[config.mk]
export PLATFORM = sky130hd
export DESIGN_NAME = pg_queue
export DESIGN_NICKNAME = d
export VERILOG_FILES = /design/src/hw/rtl/pg_pkg.sv /design/src/hw/rtl/pg_queue.sv
export SDC_FILE = /design/constraint.sdc
export NUM_CORES = 1
export LEC_CHECK = 0
export ABC_AREA = 1
export BUFFER_PORTS_ARGS = -buffer_cell sky130_fd_sc_hd__buf_4
export CAP_MARGIN = 20
export CORE_MARGIN = 10
export CORE_UTILIZATION = 57
export DETAILED_ROUTE_END_ITERATION = 12
export PLACE_DENSITY_LB_ADDON = 0.25
export SLEW_MARGIN = 20
export SYNTH_ARGS = -nofsm -noshare
export SYNTH_HDL_FRONTEND = slang
export SYNTH_SLANG_ARGS = --single-unit
[constraint.sdc]
create_clock -name clk -period 3 [get_ports clk]
set_input_delay 0.15 -clock clk [delete_from_list [all_inputs] [get_ports clk]]
set_output_delay 0.15 -clock clk [all_outputs]
set_load 0.02 [all_outputs]
[src/hw/rtl/pg_pkg.sv]
// ----------------------------------------------------------------------------
// pg_pkg
// Shared types and constants for the 3x3 Prewitt gradient block.
// ----------------------------------------------------------------------------
package pg_pkg;

  localparam int DEF_MAX_COLUMNS   = 2048;
  localparam int DEF_SAMPLE_BITS   = 16;
  localparam int DEF_FRACTION_BITS = 8;

  localparam int MAX_ROWS   = 2048;
  localparam int CFG_W      = 12;
  localparam int ROW_W      = 11;
  localparam int COORD_W    = 11;
  localparam int GRAD_W     = 24;
  localparam int GRAD_LIMIT = 8388607;

  localparam logic [CFG_W-1:0] COLUMNS_RESET = CFG_W'(2048);
  localparam logic [CFG_W-1:0] ROWS_RESET    = CFG_W'(2048);
  localparam logic [CFG_W-1:0] MIN_EXTENT    = CFG_W'(3);

  localparam int QUEUE_DEPTH = 4;
  localparam int QUEUE_PTR_W = $clog2(QUEUE_DEPTH);
  localparam int QUEUE_LVL_W = $clog2(QUEUE_DEPTH + 1);

  typedef enum logic [0:0] {
    REG_COLUMNS = 1'b0,
    REG_ROWS    = 1'b1
  } reg_index_t;

  typedef struct packed {
    logic                   empty;
    logic [QUEUE_LVL_W-1:0] level;
  } queue_status_t;

endpackage

[src/hw/rtl/pg_queue.sv]
// ----------------------------------------------------------------------------
// pg_queue
// Short register queue between the window front and the divide back end.
// ----------------------------------------------------------------------------
module pg_queue import pg_pkg::*; #(
  parameter int WIDTH = 2 * COORD_W + 2 + 2 * (DEF_SAMPLE_BITS + 3)
) (
  input  logic             clk,
  input  logic             rst,
  input  logic             push,
  input  logic [WIDTH-1:0] push_data,
  input  logic             pop,
  output logic [WIDTH-1:0] pop_data,
  output queue_status_t    status
);

  logic [WIDTH-1:0]       slots [QUEUE_DEPTH];
  logic [QUEUE_PTR_W-1:0] wr_ptr;
  logic [QUEUE_PTR_W-1:0] rd_ptr;
  logic [QUEUE_LVL_W-1:0] level;

  always_ff @(posedge clk) begin
    if (rst) begin
      wr_ptr <= '0;
      rd_ptr <= '0;
      level  <= '0;
    end else begin
      if (push) begin
        wr_ptr <= wr_ptr + QUEUE_PTR_W'(1);
      end
      if (pop) begin
        rd_ptr <= rd_ptr + QUEUE_PTR_W'(1);
      end
      level <= level + QUEUE_LVL_W'(push) - QUEUE_LVL_W'(pop);
    end
  end

  always_ff @(posedge clk) begin
    if (push) begin
      slots[wr_ptr] <= push_data;
    end
  end

  assign pop_data     = slots[rd_ptr];
  assign status.level = level;
  assign status.empty = (level == '0);

endmodule

# After elaboration in Yosys (flattened, before gate mapping)
# Memory sizes are Yosys's and may differ from the RTL's. A register that Yosys moved wholly into a read port is not among the register bits.
# Index checks and enable logic that the tools add are counted.
# W data, S select, Z words.
[word_totals] register_bits=7 ramBits=248 in_bits=66 out_inout_bits=66 word_cells=13 memories=1
[classes] add_sub_neg=4 mux=4 reduce_logical=1
[memory_table] memory="slots" words=4 width=62 read_ports=1 rd_clocked_by_memory_dff=1 write_ports=1 line_no="pg_queue.sv:17" text="logic [WIDTH-1:0] slots [QUEUE_DEPTH];"
[ops] operator="$add A2 B1 Y2 const B" count=2
[ops] operator="$mux W2" count=2
[ops] operator="$add A3 B1 Y3" count=1
[ops] operator="$logic_not A3 Y1" count=1
[ops] operator="$sub A3 B1 Y3" count=1
[ops] operator="$mux W1" count=2

# Logic depth before layout (Yosys ltp)
[logic_depth] ltp_word=3 ltp_mapped=8 depth_no_buf=8

# Worst setup path before layout
# OpenSTA, ideal clock, no wires.
[synth_timing] kind="reg-to-reg" startpoint="register wr_ptr[0]" endpoint="memory slots[2][0] in the netlist's numbering, enable pin" arrival_ns=1.794 required_time_ns=2.584 path_slack_ns=0.789 stages_incl_launch_ff=5 path_buffers=0 synth_period_minus_slack_ns=2.211 path_cell_list="dfxtp_1 inv_1 ha_1 nand2_1 inv_1"
[synth_rtl] element="from (decl)" line_no="pg_queue.sv:18" text="logic [QUEUE_PTR_W-1:0] wr_ptr;"
[synth_rtl] element="from (signal assigned)" line_no="pg_queue.sv:29" text="wr_ptr <= wr_ptr + QUEUE_PTR_W'(1);"
[synth_rtl] element="to (decl)" line_no="pg_queue.sv:17"
# Straight into the memory's write port.

==> flow_summary.yaml <==
status:
  outcome: "completed"
floorplanning:
  rows: 48
  start_util_pct: 58.6
  dieArea_um2: 23700
  die_h_um: 154
  coreArea_um2: 17500
  io_pins: 132
  die_w_um: 154
global_route:
  track_usage_pct: 16.9
  overflow: 0
  grt_pass1_wl_mm: 33.0
  grt_max_degree: 95
  grt_pass1_vias: 6396
  antenna_found_initial: 0
final_layout:
  final_util_pct: 73.0
  regArea_um2: 7630
  nFillCells: 1109
  area_growth_pct: 24.7
  drive_gt1_share_pct: 18.4
  final_nets: 1047
  multi_input_area_um2: 1750
  fin_cells: 1218
  antenna_cells: 0
timing:
  finClkSkew_ps: 8.71
  min_period_ps: 2320
  max_slew_margin_pct: 56.6
  period_share_pct: 77.2
  setup_tns_ps: 0
  setup_viol: 0
  max_slew.worst_pin.slew_ps: 650
  max_freq_ghz: 0.432
  grt_setup_unrepaired: "false"
  whs_ps: 346
  hold_viol_final: 0
  timing.final.max_slew_violations: 0
clock_network:
  cts_tree: "built"
  clockBufferDepth: 3
  cts_inserted_buffers: 26
  clock-sinks: 257
  clk_pin_slew_ps: 60
  htree_levels: 1
  clk_latency_ps: 520
  cts_root_buffer: "clkbuf_16"
  post_cts_buffers: 0
synthesis:
  synthArstFlopShare_pct: 0
  synth_top_cell_by_area: "edfxtp_1"
  synth_area_leaders: "edfxtp_1 (73%), inv_1 (5.1%), nand2_1 (4.8%)"
  synth_edf_count: 248
  synth_flop_cell: "edfxtp_1"
  synthesis.nets: 852
  yosysSeqAreaShare_pct: 74.5
  post_synth.cell_area_avg_um2: 13.1
  synth_seq_cells: 257
  syn_area_um2: 10200
  synth_warnings: 0
  synth_top_area_share_pct: 72.8
  yosys-top-cells-count: "edfxtp_1 (248), inv_1 (140), nand2_1 (132), a21oi_1 (68), o211ai_1 (62)"
  synth_most_common_cell: "edfxtp_1"
  synthCells: 779
  yosysUniqueCellTypes: 17
worst_setup_path:
  path_class: "flop to output pin"
  cp_data_required_time_ps: 2850
  path_common_cell: "buf_4"
  cp.arrival_ps: 2170
  slowest_stage: "dfxtp_4"
  crit_path_cell_trace: "buf_4, a21oi_1, o21ai_0, nand2_1, buf_4"
  crit_path_max_fanout: 48
  critPathCaptureType: "output pin"
  startpoint_type: "flop"
  max_stage_delay_ps: 680
route:
  via_per_inst: 5.14
  route.antenna.remaining_nets: 0
  dr.pass1.iters: 4
  num_vias: 6260
  detail_route.wl_per_cell_um: 17.0
  drc_errors: 0
  drt_iter0_drc: 451
  finalWirelength_mm: 20.7
run:
  drv_cap: 0
place:
  portBuffers: 131
  gp_congestion: 0.746
  hpwl_mm: 12.6
  dp.cells: 1106
min_path:
  hp-class: "input port to flop"
power_and_ir_drop:
  ir_drop_v: 0.000533
  total_power_mw: 8.10
  power.leakage_nw: 5.04
  p_per_area_nw_per_um2: 635
cell type report:
cell class                      instances  share of cell area (%)
Clock buffer                           30                    5.38
Inverter                              140                    4.12
Clock inverter                         17                   0.637
Sequential cell                       257                    59.8
Multi-Input combinational cell        340                    13.7
Tap cell                              225                    2.21
Timing Repair Buffer                  209                    14.2
registers in the layout (all words and copies together) (netlist names), named ones only:
signal	flops
level	3
slots	248
rd_ptr	2
wr_ptr	2
timing repair:
item	4_1_cts	5_1_grt
endpoints found under the hold margin	257	0
resized for setup	0	0
hold buffers	65	0
layer usage:
| layer | track usage [%] | vias up | share of wire, % |
|---|---|---|---|
| met1 | 20.4 | 2980 | 42 |
| met4 | 4.36 | 0 | 1.7 |
| met2 | 29.6 | 158 | 51 |
| met5 | 0 | - | 0 |
| met3 | 4.13 | 30 | 5.9 |
| li1 | - | 3092 | - |
placed cells by master (no fill, tap or decap):
cell type      count
dfxtp_1            7
o21ai_0           15
nor3_1             1
inv_8              1
dfxtp_4            2
inv_2              4
o21ai_1           51
clkinv_2           4
inv_6              1
clkinv_1          11
nand2_1          132
edfxtp_1         248
clkbuf_16         27
buf_12             6
clkbuf_1           3
o211ai_1          62
ha_1               6
a21oi_1           68
nor2_1             3
dlygate4sd3_1     65
buf_4            138
fa_1               1
inv_1            136
nand3_1            1
worst paths after layout:
check,startpoint,to,slack [ps],cells past startpoint
setup / recovery,flop,pop_data[12],680,5
hold / removal,rst,level[0],350,3
setup reg to reg,wr_ptr[0],slots[3][58],1240,4
hold reg to reg,rd_ptr[1],flop,490,2
stage by stage:
| step | setup WS [ps] | cell area [um2] |
|---|---|---|
| 6_report | 684 | 12800 |
| 5_1_grt | 533 | 12800 |
| 4_1_cts | 672 | 12800 |
| 3_5_place_dp | 1200 | 11300 |
| 3_3_place_gp | 1260 | 11300 |
| 2_1_floorplan | 789 | 10200 |
cell families after synthesis:
logic type	synth area share [%]
AO/OA/AOI/OAI	11.1
adder cells (fa/ha/maj)	0.929
buffers and inverters	8.40
flip-flops	74.5
AND/OR/NAND/NOR	5.05
power breakdown:
group | switching, mW | leakage (nW) | total [mW] | internal (mW)
Clock | 1.26 | 0.380 | 2.89 | 1.63
Combinational | 0.619 | 2.31 | 1.04 | 0.419
Sequential | 0.0704 | 2.35 | 4.17 | 4.10
Total | 1.94 | 5.04 | 8.10 | 6.16
critical path: cells and delay by family (launching register included):
| kind | cells | cell delay (ps) |
|---|---|---|
| AOI/OAI and AO/OA | 2 | 210 |
| buffers and inverters | 2 | 630 |
| DFF | 1 | 680 |
| and+or+nand+nor | 1 | 100 |
Note: power is estimated with default switching activity, not from simulation.
